File: src/hw/rtl/srmp_pkg.sv
// srmp_pkg: types, constants and the color palette of the star-path ray-march pixel block
// used by srmp_cell and starpath_ray_march_pixel_top; depends on nothing else
`default_nettype none

package srmp_pkg;

   localparam int COLUMN_W = 6;
   localparam int ROW_W    = 6;
   localparam int FRAME_W  = 8;
   localparam int COLOR_W  = 4;

   localparam int COL6_W   = 9;   // column*6, up to 378
   localparam int ROW4_W   = 8;   // row*4, up to 252
   localparam int DEPTH_W  = 9;   // march ends once depth passes column*6
   localparam int XPROD_W  = 16;
   localparam int YPROD_W  = 17;
   localparam int HI_W     = 9;
   localparam int SUM_W    = 10;
   localparam int IDX_W    = 5;
   localparam int RES_W    = 9;

   localparam logic [DEPTH_W-1:0] START_DEPTH = 9'd14;
   localparam logic [SUM_W-1:0]   HIT_LIMIT   = 10'd16;
   localparam logic [IDX_W-1:0]   HIT_OFFSET  = 5'd16;
   localparam logic [IDX_W-1:0]   STAR_INDEX  = 5'd15;
   localparam logic [RES_W-1:0]   STAR_MAX    = 9'd6;
   localparam logic [XPROD_W-1:0] XPROD_START = 16'd196;   // 14*14

   // per-item operands, fixed for the whole march
   typedef struct packed {
      logic [COL6_W-1:0]  col6;
      logic [ROW4_W-1:0]  row4;
      logic [FRAME_W-1:0] frame;
   } operand_type;

   // march state carried from cell to cell
   typedef struct packed {
      logic               valid;
      logic               done;
      logic [DEPTH_W-1:0] depth;
      logic [XPROD_W-1:0] xprod;
      logic [YPROD_W-1:0] yprod;
      logic [IDX_W-1:0]   idx;
   } march_type;

   function automatic logic [COLOR_W-1:0] palette(input logic [IDX_W-1:0] idx);
      logic [COLOR_W-1:0] color;
      case (idx)
         5'd0:  color = 4'd0;
         5'd1:  color = 4'd5;
         5'd2:  color = 4'd0;
         5'd3:  color = 4'd5;
         5'd4:  color = 4'd5;
         5'd5:  color = 4'd5;
         5'd6:  color = 4'd10;
         5'd7:  color = 4'd10;
         5'd8:  color = 4'd5;
         5'd9:  color = 4'd5;
         5'd10: color = 4'd10;
         5'd11: color = 4'd10;
         5'd12: color = 4'd7;
         5'd13: color = 4'd7;
         5'd14: color = 4'd15;
         5'd15: color = 4'd15;
         5'd16: color = 4'd1;
         5'd17: color = 4'd2;
         5'd18: color = 4'd1;
         5'd19: color = 4'd2;
         5'd20: color = 4'd3;
         5'd21: color = 4'd9;
         5'd22: color = 4'd3;
         5'd23: color = 4'd9;
         5'd24: color = 4'd13;
         5'd25: color = 4'd12;
         5'd26: color = 4'd13;
         5'd27: color = 4'd12;
         5'd28: color = 4'd4;
         5'd29: color = 4'd4;
         5'd30: color = 4'd4;
         5'd31: color = 4'd4;
         default: color = 4'd0;
      endcase
      return color;
   endfunction

endpackage

`default_nettype wire

File: src/hw/rtl/srmp_cell.sv
// srmp_cell: one cell of the march ring, does one depth step and holds the result
// depends on srmp_pkg
`default_nettype none

module srmp_cell (
   input  wire                  clock,
   input  wire                  reset,
   input  wire                  advance,
   input  srmp_pkg::operand_type opnd,
   input  srmp_pkg::march_type  slot_in,
   output srmp_pkg::march_type  slot_ff
);

   srmp_pkg::march_type             slot_in_next;
   logic [srmp_pkg::YPROD_W-1:0]    sky_v;
   logic [srmp_pkg::RES_W-1:0]      sky_res;
   logic                            star;
   logic [srmp_pkg::HI_W-1:0]       hi;
   logic [srmp_pkg::SUM_W-1:0]      depth_sum;
   logic [srmp_pkg::SUM_W-1:0]      hit;
   logic [srmp_pkg::XPROD_W-1:0]    xdelta;

   always_comb begin
      // residue in 1..256, never zero; a zero sum gives 256
      sky_v   = srmp_pkg::YPROD_W'(opnd.col6) + slot_in.yprod;
      sky_res = {1'b0, 8'(sky_v - 1'b1)} + 1'b1;
      star    = (sky_v == '0) || (sky_res <= srmp_pkg::STAR_MAX);

      hi        = srmp_pkg::HI_W'(slot_in.xprod[srmp_pkg::XPROD_W-1:8])
                  | slot_in.yprod[srmp_pkg::YPROD_W-1:8];
      depth_sum = srmp_pkg::SUM_W'(slot_in.depth) + srmp_pkg::SUM_W'(opnd.frame);
      hit       = srmp_pkg::SUM_W'(hi) & depth_sum;
      // (c6-d-1)*(d+1) - (c6-d)*d = c6 - 2d - 1, kept modulo 2^16
      xdelta    = srmp_pkg::XPROD_W'(opnd.col6)
                  - srmp_pkg::XPROD_W'({slot_in.depth, 1'b0}) - 1'b1;

      slot_in_next = slot_in;
      if (slot_in.valid && !slot_in.done) begin
         if (opnd.col6 < srmp_pkg::COL6_W'(slot_in.depth)) begin
            slot_in_next.done = 1'b1;
            slot_in_next.idx  = star ? srmp_pkg::STAR_INDEX
                                     : {1'b1, opnd.row4[srmp_pkg::ROW4_W-1:4]};
         end else begin
            slot_in_next.depth = slot_in.depth + 1'b1;
            slot_in_next.xprod = slot_in.xprod + xdelta;
            slot_in_next.yprod = slot_in.yprod + srmp_pkg::YPROD_W'(opnd.row4);
            if (hit >= srmp_pkg::HIT_LIMIT) begin
               slot_in_next.done = 1'b1;
               slot_in_next.idx  = hit[srmp_pkg::IDX_W-1:0] - srmp_pkg::HIT_OFFSET;
            end
         end
      end
   end

   always_ff @(posedge clock) begin
      if (reset) begin
         slot_ff.valid <= 1'b0;
         slot_ff.done  <= 1'b0;
      end else if (advance) begin
         slot_ff.valid <= slot_in_next.valid;
         slot_ff.done  <= slot_in_next.done;
      end
      if (advance) begin
         slot_ff.depth <= slot_in_next.depth;
         slot_ff.xprod <= slot_in_next.xprod;
         slot_ff.yprod <= slot_in_next.yprod;
         slot_ff.idx   <= slot_in_next.idx;
      end
   end

endmodule

`default_nettype wire

File: src/hw/rtl/starpath_ray_march_pixel_top.sv
// starpath_ray_march_pixel_top: ring of march cells, operand latch and result register
// depends on srmp_pkg and srmp_cell
//
// One pixel (column, row, frame) goes in, one 4-bit palette color comes out. The pixel
// travels around a ring of NUM_CELLS cells, one depth step per cycle, starting at depth 14,
// until it hits or reaches the sky; a pixel needs up to column*6 - 12 steps (one step for a
// column below 3), and its color is registered once the item reaches the ring exit, so an
// item always leaves the ring after a whole number of trips around it. One pixel is marched
// at a time; the next one is taken in the cycle after the color leaves the ring, while that
// color may still wait in the result register.
`default_nettype none

module starpath_ray_march_pixel_top #(
   parameter int NUM_CELLS = 4
) (
   input  wire        clock,
   input  wire        reset,
   input  wire        req_valid,
   output logic       req_ready,
   input  wire  [5:0] req_column,
   input  wire  [5:0] req_row,
   input  wire  [7:0] req_frame_count,
   output logic       rsp_valid,
   input  wire        rsp_ready,
   output logic [3:0] rsp_pixel_color
);

   srmp_pkg::operand_type opnd_ff;
   srmp_pkg::operand_type opnd_in;
   srmp_pkg::march_type   head;
   srmp_pkg::march_type   start;
   srmp_pkg::march_type   slot_q [NUM_CELLS];
   srmp_pkg::march_type   last;
   logic [NUM_CELLS-1:0]  slot_valid;
   logic                  busy_ff;
   logic                  rsp_valid_ff;
   logic [srmp_pkg::COLOR_W-1:0] color_ff;
   logic                  accept;
   logic                  deliver;
   logic                  advance;

   assign accept    = req_valid && req_ready;
   assign req_ready = !busy_ff;
   assign last      = slot_q[NUM_CELLS-1];
   // a finished item at the ring exit holds the ring until the result register frees up
   assign advance   = !(last.valid && last.done && rsp_valid_ff && !rsp_ready);
   assign deliver   = last.valid && last.done && advance;

   always_comb begin
      opnd_in.col6  = (srmp_pkg::COL6_W'(req_column) << 2)
                      + (srmp_pkg::COL6_W'(req_column) << 1);
      opnd_in.row4  = {req_row, 2'b00};
      opnd_in.frame = req_frame_count;

      start.valid = 1'b1;
      start.done  = 1'b0;
      start.depth = srmp_pkg::START_DEPTH;
      // (col6 - 14) * 14 and row4 * 14, as shifts
      start.xprod = (srmp_pkg::XPROD_W'(opnd_in.col6) << 4)
                    - (srmp_pkg::XPROD_W'(opnd_in.col6) << 1) - srmp_pkg::XPROD_START;
      start.yprod = (srmp_pkg::YPROD_W'(opnd_in.row4) << 4)
                    - (srmp_pkg::YPROD_W'(opnd_in.row4) << 1);
      start.idx   = '0;

      if (accept) begin
         head = start;
      end else begin
         head       = last;
         head.valid = last.valid && !last.done;
      end
   end

   always_ff @(posedge clock) begin
      if (accept) begin
         opnd_ff <= opnd_in;
      end
   end

   genvar k;
   generate
      for (k = 0; k < NUM_CELLS; k++) begin : g_cell
         if (k == 0) begin : g_head
            srmp_cell u_cell (
               .clock   (clock),
               .reset   (reset),
               .advance (advance),
               .opnd    (accept ? opnd_in : opnd_ff),
               .slot_in (head),
               .slot_ff (slot_q[k])
            );
         end else begin : g_body
            srmp_cell u_cell (
               .clock   (clock),
               .reset   (reset),
               .advance (advance),
               .opnd    (opnd_ff),
               .slot_in (slot_q[k-1]),
               .slot_ff (slot_q[k])
            );
         end
         assign slot_valid[k] = slot_q[k].valid;
      end
   endgenerate

   always_ff @(posedge clock) begin
      if (reset) begin
         busy_ff      <= 1'b0;
         rsp_valid_ff <= 1'b0;
      end else begin
         if (accept) begin
            busy_ff <= 1'b1;
         end else if (deliver) begin
            busy_ff <= 1'b0;
         end
         if (deliver) begin
            rsp_valid_ff <= 1'b1;
         end else if (rsp_ready) begin
            rsp_valid_ff <= 1'b0;
         end
      end
   end

   always_ff @(posedge clock) begin
      if (deliver) begin
         color_ff <= srmp_pkg::palette(last.idx);
      end
   end

   assign rsp_valid       = rsp_valid_ff;
   assign rsp_pixel_color = color_ff;

   // only one item ever travels the ring
   a_one_item: assert property (@(posedge clock) disable iff (reset)
      $countones(slot_valid) <= 1)
      else $error("more than one item in the march ring");

   a_idle_empty: assert property (@(posedge clock) disable iff (reset)
      !busy_ff |-> (slot_valid == '0))
      else $error("ring holds an item while idle");

   a_busy_has_item: assert property (@(posedge clock) disable iff (reset)
      busy_ff && $past(busy_ff) |-> (slot_valid != '0))
      else $error("item lost from the ring");

   a_depth_bound: assert property (@(posedge clock) disable iff (reset)
      last.valid && !last.done |->
         (srmp_pkg::SUM_W'(last.depth) <= srmp_pkg::SUM_W'(opnd_ff.col6) + 1'b1))
      else $error("march depth passed the sky boundary");

   a_deliver_frees: assert property (@(posedge clock) disable iff (reset)
      deliver |=> rsp_valid_ff && !busy_ff)
      else $error("delivered item did not reach the result register");

endmodule

`default_nettype wire
File: config.mk
export PLATFORM = sky130hd
export DESIGN_NAME = starpath_ray_march_pixel_top
export DESIGN_NICKNAME = d
export VERILOG_FILES = /design/src/hw/rtl/srmp_pkg.sv /design/src/hw/rtl/srmp_cell.sv /design/src/hw/rtl/starpath_ray_march_pixel_top.sv
export SDC_FILE = /design/constraint.sdc
export NUM_CORES = 1
export LEC_CHECK = 0
export BUFFER_PORTS_ARGS = -buffer_cell sky130_fd_sc_hd__buf_4
export CORE_MARGIN = 2
export CORE_UTILIZATION = 52
export DETAILED_ROUTE_END_ITERATION = 6
export PLACE_DENSITY_LB_ADDON = 0.12
export SETUP_SLACK_MARGIN = 0.02
export SLEW_MARGIN = 25
export SYNTH_ARGS = -nofsm -noshare
export SYNTH_HDL_FRONTEND = slang
export SYNTH_SLANG_ARGS = --single-unit
File: constraint.sdc
create_clock -name clock -period 14.5 [get_ports clock]
set_clock_uncertainty 0.15 [all_clocks]
set_input_delay 0.725 -clock clock [delete_from_list [all_inputs] [get_ports clock]]
set_output_delay 0.725 -clock clock [all_outputs]
set_load 0.1 [all_outputs]
* Word level (Yosys, flattened, before mapping)
Memories as Yosys holds them, arrays and structs flattened. A register that Yosys moved wholly into a read port is not among the register bits.
Cells that the tools add are included.
** Word-level totals
- ROM bits :: 128
- Word-level logic and storage cells :: 156
- Bits of input ports :: 24
- Flip-flop bits (word level) :: 223
- Memories :: 1
** Memories
- (no name shown) :: depth 32, width 4, rd ports 1, clocked after Yosys merged registers in 1, write ports 0, RTL line srmp_pkg.sv:48 : case (idx)
** Cells by class
- Bitwise logic cells :: 8
- Add/sub/neg operators :: 44
- Muxes and demuxes :: 34
- Reduce and logical (&&, ||, !) cells :: 28
- Magnitude comparators :: 12
** Operators by type and width (number)
- $mux 48 :: 4
- $mux 42 :: 4
- $add 17x8->17 :: 4
- $add 9x17->17 :: 4
- $logic_not 17->1 :: 4
- $add 16x16->16 :: 4
- $sub 16x1->16 const B :: 4
- $mux 5 :: 12
- $mux 49 :: 1
- $sub 9x10->11 :: 4
- $add 9x8->10 :: 4
- $and 9x10->10 :: 4
- $ge 10x5->1 const B :: 4
- $add 8x1->9 const B :: 4
- $add 9x1->9 const B :: 4
- $le 9x3->1 const B :: 4
- $lt 9x9->1 :: 4
- $or 8x9->9 :: 4
- $sub 8x1->8 const B :: 4
- $mux 25 :: 1
- $sub 5x5->5 const B :: 4
- $sub 14x9->15 const B :: 1
- $sub 13x10->14 :: 1
- $sub 12x9->13 :: 1
- 6 further kinds :: 37

* Longest topological paths before layout
Gate-level depths: netlist of the first run.
- Depth in word-level cells :: 12
- Gate-level depth with buffers :: 28

* Modules after synthesis
From an unflattened synthesis of the first run, not the netlist that was laid out.
** Unflattened totals
- Cell total of the unflattened synthesis :: 2669
- Area, all modules :: 23008.3 um2
** Modules (own cells, without submodules)
- srmp_cell (g_cell[0].g_head.u_cell ...) :: seq. area each 1451.4 um2, area each 5068.6 um2, instances 2, cells an instance 577
- srmp_cell (g_cell[1].g_body.u_cell) :: seq. area each 1451.4 um2, area each 5296.3 um2, instances 1, cells an instance 602
- srmp_cell (g_cell[3].g_body.u_cell) :: seq. area each 1451.4 um2, area each 5071.1 um2, instances 1, cells an instance 574
- starpath_ray_march_pixel_top :: seq. area each 660.6 um2, area each 2503.7 um2, instances 1, cells an instance 339

* Worst setup path after synthesis of the first run
No wires, ideal clock.
- Path type :: input-to-reg
- From :: in req_valid
- To :: reg g_cell[0].g_head.u_cell.slot_ff[36] in the netlist's numbering, data pin
- Path slack :: 8.453 ns
- Data required time :: 14.081 ns
- Library setup time :: 0.269 ns
- Arrival time :: 5.628 ns
- Buffers on the path :: 5
- Cell stages on the path :: 27
- Path through :: nand2b_1 > clkbuf_1 > clkbuf_1 > clkbuf_1 > clkbuf_1 > buf_1 > o21ai_0 > ha_1 > nor2b_1 > o21ai_0 > nand2b_1 > a21o_1 > a21o_1 > a21o_1 > a21oi_1 > xor2_1 > ha_1 > inv_1 > ha_1 > and2_1 > nor2_1 > a21oi_1 > a211oi_1 > o21ai_0 > xor2_1 > nand2_1 > o21ai_0
** RTL lines
- from (decl) :: RTL line starpath_ray_march_pixel_top.sv:18 : input wire req_valid,
- to (decl) :: RTL line srmp_cell.sv:11 : output srmp_pkg::march_type slot_ff

==> results of run 1 <==
per-stage QoR:
stage	hold WS, ns	instances	power, W	util, %
final	0.225	3169	0.00601	56.9
after global routing	0.239	3169	0.00658	56.9
after CTS	0.214	3169	0.00599	56.9
after detailed placement	0.335	3119	0.00524	54.7
after global placement	0.326	3119	0.00514	54.7
after floorplan	0.300	2600	0.00426	-
worst reg2reg max path, stage by stage, from the launching register on:
cell      delay, ns
dfxtp_1        0.53
inv_1          0.72
nor2_1         0.14
a21oi_1        0.58
ha_1           0.31
fa_1           0.22
nor2b_1        0.06
o21ai_0        0.14
nand2b_1       0.11
a21o_1         0.19
a21o_1         0.20
a21o_1         0.17
a21oi_1        0.17
xor2_1         0.09
ha_1           0.29
inv_1          0.04
ha_1           0.33
and2_1         0.18
nor2_1         0.15
a21oi_1        0.10
a211oi_1       0.38
o21ai_0        0.18
xor2_1         0.16
nand2_1        0.07
o21ai_0        0.09
synthesized netlist by cell type, types with 48 or more instances:
library cell  number
edfxtp_1         192
a21o_1            59
nand2_1          258
xnor2_1          174
nor2_1           154
ha_1             309
nor3_1            63
nor2b_1           48
o21ai_0          194
clkbuf_1          58
nand3_1           52
inv_1            307
a21oi_1          169
xor2_1            74
metal layers:
metal  routed length, µm  share of wire, %
met1               29100                43
met2               31300                46
met3                3990               5.8
met4                3930               5.8
met5                   0                 0
area by class of cell:
class / instances / area [µm²] / area share, %
clock inverter: 18 / 181 / 0.757
multi-input combinational: 1998 / 14400 / 60.0
timing repair buffer: 47 / 353 / 1.47
inverter: 308 / 1160 / 4.86
clock buffer: 32 / 736 / 3.07
tap: 539 / 674 / 2.81
sequential: 227 / 6470 / 27.0
power groups by stage:
stage / sequential (W) / combinational [W] / clock (W)
after floorplan: 0.00113 / 0.00313 / 0
after global placement: 0.00135 / 0.00379 / 0
after detailed placement: 0.00135 / 0.00389 / 0
after CTS: 0.00134 / 0.00393 / 0.000722
after global routing: 0.00136 / 0.00448 / 0.000746
final: 0.00134 / 0.00395 / 0.000715
flip-flops by register name, summed over array words and instances (netlist names):
register                      count
g_cell.g_body.u_cell.slot_ff    147
g_cell.g_head.u_cell.slot_ff     49
opnd_ff                          25
rsp_pixel_color                   4
busy_ff                           1
rsp_valid                         1
kinds of logic after synthesis:
| group | share of synthesized area (%) |
|---|---|
| buffers and inverters | 6.37 |
| AO/OA/AOI/OAI | 19.0 |
| AND/OR/NAND/NOR | 15.6 |
| multiplexers | 0.905 |
| XOR/XNOR | 9.76 |
| flip-flops | 29.1 |
| adder cells (fa/ha/maj) | 19.3 |
final timing paths:
path | startpoint | end | slack (ns) | depth (start not counted)
min | req_frame_count[4] | opnd_ff[4] | 0.22 | 3
min reg2reg | g_cell[2].g_body.u_cell.slot_ff[47] | g_cell[2].g_body.u_cell.slot_ff[47] | 0.35 | 2
max reg2reg | opnd_ff[17] | g_cell[0].g_head.u_cell.slot_ff[36] | 8.46 | 24
max | req_column[0] | g_cell[0].g_head.u_cell.slot_ff[36] | 7.96 | 27
==> results.md, run 1 <==
- Dominant delay contributor by cell family on the critical path: compound AO/OA/AOI/OAI gates
- Detailed placement HPWL: 53400 µm
- Combinational power share: 65.7%
- Fraction of layout cells with a size suffix above 1: 4.45%
- Met2 layer usage reported by global route: 50.9%
- Cell-internal power: 0.00314 W
- Leakage power total: 10.7 nW
- Reg clk slew, reported paths: 0.07 ns
- Startpoint Class: input pin
- Final RePlAce weighted congestion: 0.927
- Path class of the lowest-slack min-delay path: in2reg
- CTS tree: done
- Wire length of the first global-routing pass: 104000 µm
- Average detailed-routed wire length per instance: 21.5 µm
- Area growth from synthesis to layout: 7.68%
- Total congestion overflow after global routing: 0
- Worst path required time: 14.65 ns
- Commonest non-fill, non-tap cell in the layout: ha_1
- Final antenna diode count: 0
- I/O pin total: 30
- Post-synthesis async set-or-reset flop share: 0%
- Rel. slew slack: 29.1%
- Power density over the cells: 251 nW/µm²
- Timing-limited maximum frequency: 153 MHz
- Via count: 19.0k
- Placed cell areas: 23000 µm²
- Least setup slack across all paths after layout: 7.96 ns
- Max VDD drop: 0.237 mV
- Switching power as a share of total power: 47.7%
- Antenna-violating nets left: 0
- Proportion of synthesized chip area in sequential cells: 29.1%
- Met1 Use GR: 39.3%
- Final critical path time including I/O delays and setup: 6.54 ns
- Met3 track demand over resource: 4.31%
- Port buffer count: 29
- Post-cts gate resize count: 0
- Mean cell area of the mapped netlist: 8.56 µm²
- Width of the die: 211 µm
- Max Fanout on Critical Path: 9
- First DRT Iteration DRCs: 1357
- Core ar.: 42100 µm²
- Switching power: 0.00287 W
- Highest-count cells in the layout ignoring fill and taps: ha_1, inv_1, nand2_1
- Number of buffers added for setup after CTS: 0
- Clock tree sinks: 227
- Die extent in y: 211 µm
- Overall routed net length: 68300 µm
- Vias in the first global route: 18.1k
- Netlist area before placement: 22300 µm²
- Register share of total power: 22.4%
- RSZ-0062 raised after global routing: no
- Distinct cell type count of the synthesized netlist: 87
- Initial core utilization: 52.8%
- Primary flip-flop cell chosen by synthesis mapping: edfxtp_1
- Delay of the slowest critical-path stage: 0.45 ns
- Number of synthesized flops with an enable pin: 192
- Final worst-path cycle share: 45.1%
- Number of buffers created by CTS: 27
- Violated checks: DRC
- Slowest library cell on the worst path: a2bb2oi_1
- Layout fillers: 3839
- Number of setup violations in the final report: 0
- Vias per inst: 5.99
- #FFs+latches synth: 227
- Area share of the largest cell type after synthesis: 25.9%
- Number of H-tree levels: 1
- Detailed-router iteration count before antenna repair: 7
- Total die area: 44500 µm²
- Number of standard cells after synthesis: 2600
- Number of buffers inserted by hold repair at cts: 0
- DRC violations left: 4
- Maximum number of pins on one net before global-route repair: 138
- Buffers & Inverters on Critical Path: 4
- Critical path start-end classification: in2reg
- Final hold violation count: 0
- Worst Setup End Kind: flip-flop
- Root buffer cell: clkbuf_16
- Setup TNS Final: 0 ns
- Number of nets in the final layout: 2963
- Setup slack after placement: 7.48 ns
- Transition time at the pin with the least slew margin: 1.06 ns
- Maximum buffer depth of the clock tree: 3
- Max-cap violations: 0
- Overall routing resource usage: 30.7%
- Biggest area contributors in the synthesized netlist: edfxtp_1, ha_1, xnor2_1
- Cell mode on critical path: ha_1
- Result of the run: finished with violations
- Synth Net Count: 2954
- Worst-Skew Late Latency: 0.58 ns
- Non-Filler Cell Area, Final: 24000 µm²
- CP Data Arrival Time: 6.69 ns
- Number of max-slew violations in the final report: 0
- Antenna violations before repair: 0
- Most congested layer reported by global routing: met2
- Number of warning messages in the yosys log: 0
- Proportion of power drawn by the clock network: 11.9%
- Number of cell rows: 75
- Top cell type by total area after synthesis: edfxtp_1
(Power assumes the default switching activity.)
==> run 2, diff against run 1 <==
--- a/config.mk
+++ b/config.mk
@@ -5,6 +5,7 @@
 export SDC_FILE = /design/constraint.sdc
 export NUM_CORES = 1
 export LEC_CHECK = 0
+export ABC_AREA = 1
 export BUFFER_PORTS_ARGS = -buffer_cell sky130_fd_sc_hd__buf_4
 export CORE_MARGIN = 2
 export CORE_UTILIZATION = 52
==> constraint.sdc (replaced) <==
create_clock -name clock -period 6.82 [get_ports clock]
set_clock_uncertainty 0.15 [all_clocks]
set_input_delay 0.341 -clock clock [delete_from_list [all_inputs] [get_ports clock]]
set_output_delay 0.341 -clock clock [all_outputs]
set_load 0.1 [all_outputs]
==> results.md, run 2 <==
- CP Data Arrival Time: 5.90 ns (-0.79 ns)
- Wire length of the first global-routing pass: 109000 µm (+4.8%)
- Max FFs per register: 147 (unchanged)
- Number of H-tree levels: 1 (unchanged)
- Number of synthesized flops with an enable pin: 192 (unchanged)
- Area share of the largest cell type after synthesis: 25.9% (-0.048 points)
- Layout fillers: 3936 (+2.5%)
- Primary flip-flop cell chosen by synthesis mapping: edfxtp_1
- Placed cell areas: 23100 µm² (+0.46%)
- Placed cells: 3446 (+10%)
- Top cell type by total area after synthesis: edfxtp_1
- Root buffer cell: clkbuf_16
- Port buffer count: 29 (unchanged)
- Clock tree sinks: 227 (unchanged)
- Fraction of layout cells with a size suffix above 1: 5.45% (+1.0 points)
- Most flop-heavy register: g_cell.g_body.u_cell.slot_ff
- Non-filler cells, final: 3513 (+11%)
- Netlist area before placement: 22300 µm² (+0.19%)
- Final hold violation count: 0 (unchanged)
- Final RePlAce weighted congestion: 0.987 (+6.4%)
- Critical path start-end classification: reg2reg
- I/O pin total: 30 (unchanged)
- Vias per inst: 5.67 (-5.5%)
- Number of buffers added for setup after CTS: 0 (unchanged)
- #FFs+latches synth: 227 (unchanged)
- Distinct cell type count of the synthesized netlist: 58 (-33%)
- Leakage power total: 12.0 nW (+11%)
- Die extent in y: 211 µm (about the same)
- Worst hold margin: 0.0954 ns (-0.130 ns)
- Synth Net Count: 3257 (+10%)
- Result of the run: completed
- Biggest area contributors in the synthesized netlist: edfxtp_1, ha_1, nand2_1
- Non-Filler Cell Area, Final: 24200 µm² (+1.2%)
- Reg clk slew, reported paths: 0.06 ns (about the same)
- Post-cts gate resize count: 0 (unchanged)
- Average detailed-routed wire length per instance: 20.3 µm (-5.8%)
- Max Fanout on Critical Path: 7 (-2)
- Number of setup violations in the final report: 0 (unchanged)
- RSZ-0062 raised after global routing: no
- Number of buffers inserted by hold repair at cts: 11 (+11)
- Total die area: 44500 µm² (+0.18%)
- Area growth from synthesis to layout: 8.72%
- Setup TNS Final: 0 ns (unchanged)
- Detailed-router iteration count before antenna repair: 6 (-1)
- Number of cell rows: 75 (unchanged)
- Final worst-path cycle share: 84.0%
- Post-synthesis async set-or-reset flop share: 0% (unchanged)
- CTS tree: done
- Width of the die: 211 µm (about the same)
- Antenna violations before repair: 0 (unchanged)
- Number of buffers created by CTS: 29 (+7.4%)
- Transition time at the pin with the least slew margin: 0.981 ns (-0.0806 ns)
- Registers with the most flip-flops: g_cell.g_body.u_cell.slot_ff: 147 flops, g_cell.g_head.u_cell.slot_ff: 49 flops, opnd_ff: 25 flops
- Power density over the cells: 541 nW/µm² (+120%)
- Vias in the first global route: 18.9k (+4.3%)
- Via count: 19.9k (+4.8%)
- Path class of the lowest-slack min-delay path: in2reg
- Commonest non-fill, non-tap cell in the layout: nand2_1
- DRC violations left: 0 (-4)
- Total congestion overflow after global routing: 0 (unchanged)
- Maximum number of pins on one net before global-route repair: 125 (-9.4%)
- Count leader, synth: nand2_1
- Overall routing resource usage: 32.3% (+1.6 points)
- Timing-limited maximum frequency: 175 MHz
- Number of warning messages in the yosys log: 0 (unchanged)
- Max VDD drop: 0.560 mV (+140%)
- Max-cap violations: 0 (unchanged)
- Number of standard cells after synthesis: 2903 (+12%)
- Core ar.: 42100 µm² (unchanged)
- Antenna-violating nets left: 0 (unchanged)
- First DRT Iteration DRCs: 1879 (+38%)
- Worst Setup End Kind: flip-flop
- Mean cell area of the mapped netlist: 7.68 µm² (-10%)
- Startpoint Class: flip-flop
- Maximum buffer depth of the clock tree: 3 (unchanged)
- Worst path required time: 6.99 ns (-7.66 ns)
- Initial core utilization: 52.9% (+0.098 points)
- Rel. slew slack: 33.9% (+4.8 points)
- Detailed placement HPWL: 57900 µm (+8.5%)
- Highest-count cells in the layout ignoring fill and taps: nand2_1, inv_1, ha_1
- Number of max-slew violations in the final report: 0 (unchanged)
- Number of nets in the final layout: 3303 (+11%)
- Most used standard cells in the synthesized netlist: nand2_1, inv_1, ha_1
- Proportion of synthesized chip area in sequential cells: 29.0% (-0.054 points)
- Worst-Skew Late Latency: 0.58 ns (about the same)
- Overall routed net length: 71300 µm (+4.5%)
- Final critical path time including I/O delays and setup: 5.73 ns
==> run 2: cell types whose count changed in the layout (fill, tap and decap cells not counted), sizes merged, moves of 25 or more <==
cell / change
a21o: -49
a21oi: +26
inv: +207
nand2: +343
nand2b: -30
nand3: +117
nor2b: -48
nor3: -25
o21a: -27
xnor2: -109
xor2: +89
==> run 2: area by class of cell <==
type	instances	area (µm²)	share of cell area, %
multi-input cells	2119	13700	56.6
flip-flops and latches	227	6470	26.7
inverters	517	1950	8.04
clock buffers	33	761	3.14
well taps	539	674	2.78
repair buffers	55	440	1.82
clock inverters	21	213	0.878
diodes	2	5.00	0.0207
==> run 2: per-layer routing <==
layer | global-route usage [%] | vias to the layer above | share of wire [%]
met1 | 44.6 | 9301 | 44
met2 | 52.9 | 734 | 45
li1 | - | 9734 | -
met3 | 3.51 | 134 | 7.5
met4 | 11.1 | 0 | 3.8
met5 | 0 | - | 0
==> run 2: final timing paths <==
kind | to | cells past startpoint | from | slack (ns)
worst max-delay path | g_cell[0].g_head.u_cell.slot_ff[37] | 23 | opnd_ff[17] | 1.09
worst min-delay path | opnd_ff[11] | 3 | req_row[1] | 0.1
worst max register to register | g_cell[0].g_head.u_cell.slot_ff[37] | 23 | opnd_ff[17] | 1.09
worst min register to register | g_cell[1].g_body.u_cell.slot_ff[48] | 2 | g_cell[1].g_body.u_cell.slot_ff[48] | 0.32
==> run 2: worst max-delay path, cell delays in order, from the launching register on <==
cell,delay [ns]
dfxtp_1,0.59
inv_1,0.39
a21oi_1,0.46
inv_1,0.16
ha_1,0.28
fa_1,0.42
o21ai_0,0.33
a21oi_1,0.12
o21bai_1,0.22
xor2_1,0.18
ha_1,0.16
inv_1,0.04
ha_1,0.34
a21oi_1,0.18
o221ai_1,0.19
a21o_1,0.22
a21oi_1,0.24
o21ai_0,0.14
nand2_1,0.09
nand2_1,0.05
a21oi_1,0.15
or2_2,0.13
nand3_1,0.08
xnor2_1,0.14
==> run 2: stage by stage <==
step / util [%] / total power, W / setup slack, ns
after floorplan: - / 0.00895 / 0.795
after global placement: 54.9 / 0.0111 / 1.12
after detailed placement: 54.9 / 0.0113 / 1.05
after CTS: 57.5 / 0.0130 / 1.14
after global routing: 57.5 / 0.0144 / 0.501
final: 57.5 / 0.0131 / 1.09
==> run 2: where the power goes <==
part	total [W]	switching (W)	internal, W
Clock	0.00160	0.000650	0.000948
Combinational	0.00879	0.00543	0.00336
Sequential	0.00273	0.000585	0.00215
==> run 2: cells by family after synthesis <==
logic type	synth area share, %
fa+ha+maj	19.2
buf+inv	9.42
compound gates	12.6
xor+xnor	9.03
simple gates	20.6
mux	0.0898
flops	29.0
==> run 3, diff against run 2 <==
==> constraint.sdc (replaced) <==
create_clock -name clock -period 5.9 [get_ports clock]
set_clock_uncertainty 0.15 [all_clocks]
set_input_delay 0.295 -clock clock [delete_from_list [all_inputs] [get_ports clock]]
set_output_delay 0.295 -clock clock [all_outputs]
set_load 0.1 [all_outputs]
==> results.md, run 3 (synthesized netlist as in run 2, its figures left out) <==
- Number of nets in the final layout: 3323 (+0.61%)
- Vias in the first global route: 19.5k (+3.3%)
- Number of max-slew violations in the final report: 0 (unchanged)
- Vias per inst: 5.65 (-0.28%)
- Initial core utilization: 52.9% (unchanged)
- Clock tree sinks: 227 (unchanged)
- Slowest library cell on the worst path: fa_1
- Max VDD drop: 0.665 mV (+19%)
- Wire length of the first global-routing pass: 110000 µm (+0.38%)
- Startpoint of the tightest hold check path: req_row[1]
- Die extent in y: 211 µm (unchanged)
- Area growth from synthesis to layout: 9.49%
- Final critical path time including I/O delays and setup: 5.37 ns (-0.355 ns)
- Fraction of layout cells with a size suffix above 1: 6.12% (+0.67 points)
- Non-Filler Cell Area, Final: 24400 µm² (+0.71%)
- Reg clk slew, reported paths: 0.06 ns (about the same)
- Instance count along the most critical hold path: 3 (unchanged)
- Startpoint Class: flip-flop
- Setup TNS Final: 0 ns (unchanged)
- DRC violations left: 0 (unchanged)
- Width of the die: 211 µm (unchanged)
- Placed cells: 3466 (+0.58%)
- Leakage power total: 12.1 nW (+0.78%)
- Worst-Skew Late Latency: 0.58 ns (about the same)
- Number of buffers created by CTS: 29 (unchanged)
- Detailed-router iteration count before antenna repair: 6 (unchanged)
- Registers with the most flip-flops: g_cell.g_body.u_cell.slot_ff: 147 flops, g_cell.g_head.u_cell.slot_ff: 49 flops, opnd_ff: 25 flops
- Most flop-heavy register: g_cell.g_body.u_cell.slot_ff
- Final RePlAce weighted congestion: 0.953 (-3.4%)
- Final hold violation count: 0 (unchanged)
- Port buffer count: 29 (unchanged)
- Core ar.: 42100 µm² (unchanged)
- Number of H-tree levels: 1 (unchanged)
- Worst path required time: 6.08 ns (-0.91 ns)
- First DRT Iteration DRCs: 1682 (-10%)
- Overall routed net length: 70900 µm (-0.56%)
- Delay of the slowest critical-path stage: 0.49 ns (-0.10 ns)
- Overall routing resource usage: 32.4% (+0.057 points)
- Number of cell rows: 75 (unchanged)
- Antenna-violating nets left: 0 (unchanged)
- Via count: 19.9k (+0.23%)
- Power density over the cells: 622 nW/µm² (+15%)
- Max Fanout on Critical Path: 9 (+2)
- Rel. slew slack: 41.1% (+7.2 points)
- CTS tree: done
- Final worst-path cycle share: 91.1% (+7.1 points)
- Max-cap violations: 0 (unchanged)
- Commonest non-fill, non-tap cell in the layout: nand2_1
- Sequence of cells on the critical path: clkinvlp_4, nand2_2, clkinv_1, o21ai_0, inv_1, fa_1, o21ai_0, a21oi_1, o21bai_1, xor2_1, ha_1, inv_1, ha_1, nand4_1, o221ai_1, a21o_1, a21oi_1, o21ai_0, nand2_1, nand2_1, a21oi_1, or2_2, nand3_1, xnor2_1
- Final antenna diode count: 0 (-2)
- Number of setup violations in the final report: 0 (unchanged)
- Average detailed-routed wire length per instance: 20.1 µm (-1.1%)
- Result of the run: completed
- Path class of the lowest-slack min-delay path: in2reg
- Placed cell areas: 23300 µm² (+0.66%)
- Maximum number of pins on one net before global-route repair: 113 (-9.6%)
- Max FFs per register: 147 (unchanged)
- I/O pin total: 30 (unchanged)
- Maximum buffer depth of the clock tree: 3 (unchanged)
- Finished Core Util: 57.9% (+0.41 points)
- Root buffer cell: clkbuf_16
- Timing-limited maximum frequency: 186 MHz (+6.6%)
- CP Data Arrival Time: 5.55 ns (-0.35 ns)
- RSZ-0062 raised after global routing: no
- Number of buffers added for setup after CTS: 0 (unchanged)
- Worst Setup End Kind: flip-flop
- Total congestion overflow after global routing: 0 (unchanged)
- FF-to-FF Start: busy_ff
- Antenna violations before repair: 1 (+1)
- Transition time at the pin with the least slew margin: 0.884 ns (-0.0971 ns)
- Detailed placement HPWL: 57100 µm (-1.3%)
- Critical path start-end classification: reg2reg
- Total die area: 44500 µm² (unchanged)
- Worst R2R Path Depth: 24 (+4.3%)
- First element of the critical path: busy_ff
- Non-filler cells, final: 3531 (+0.51%)
- Highest-count cells in the layout ignoring fill and taps: nand2_1, inv_1, ha_1
- Layout fillers: 3829 (-2.7%)
run 3: stage by stage:
stage	total power [W]	hold WS (ns)	setup slack, ns
2_1_floorplan	0.0103	0.274	0.0290
3_3_place_gp	0.0128	0.304	0.369
3_5_place_dp	0.0131	0.306	0.185
4_1_cts	0.0151	0.0376	0.591
5_1_grt	0.0166	0.0542	0.0656
6_report	0.0152	0.0675	0.527
run 3: final cells by class:
cell class	instances	area [µm²]	area share, %
clock buffer	33	741	3.03
sequential	227	6470	26.5
multi-input combinational	2119	13700	56.2
clock inverter	21	253	1.04
inverter	517	1950	8.00
timing repair buffer	75	594	2.43
tap	539	674	2.76
run 3: path summary, 6_finish.rpt:
check                                                           end  slack [ns]
worst min register to register  g_cell[1].g_body.u_cell.slot_ff[48]        0.31
worst min-delay path                                    opnd_ff[11]        0.07
worst max-delay path            g_cell[0].g_head.u_cell.slot_ff[37]        0.53
worst max register to register  g_cell[0].g_head.u_cell.slot_ff[37]        0.53
run 3: report_power, final:
part | total, W | switching, W | internal [W]
logic | 0.0102 | 0.00629 | 0.00391
registers | 0.00310 | 0.000618 | 0.00248
clock network | 0.00189 | 0.000766 | 0.00112
run 3: what timing repair did:
action	4_1_cts	5_1_grt
gates resized for setup	0	0
setup endpoints to repair	0	0
hold endpoints to repair	19	0
hold buffers	11	0
run 3: routing by layer:
metal | part of all wire [%] | track usage [%]
met2 | 45 | 53.6
met5 | 0 | 0
met4 | 4.9 | 14.0
met3 | 6.7 | 4.40
met1 | 43 | 42.5
run 3: worst max-delay path: cells and delay by family (launching register included):
kind / cells / cell delay [ns]
buffers and inverters: 4 / 0.55
flip-flops: 1 / 0.37
XOR/XNOR: 2 / 0.17
adder cells (fa/ha/maj): 3 / 1.10
AO/OA/AOI/OAI: 9 / 1.97
AND/OR/NAND/NOR: 6 / 0.80
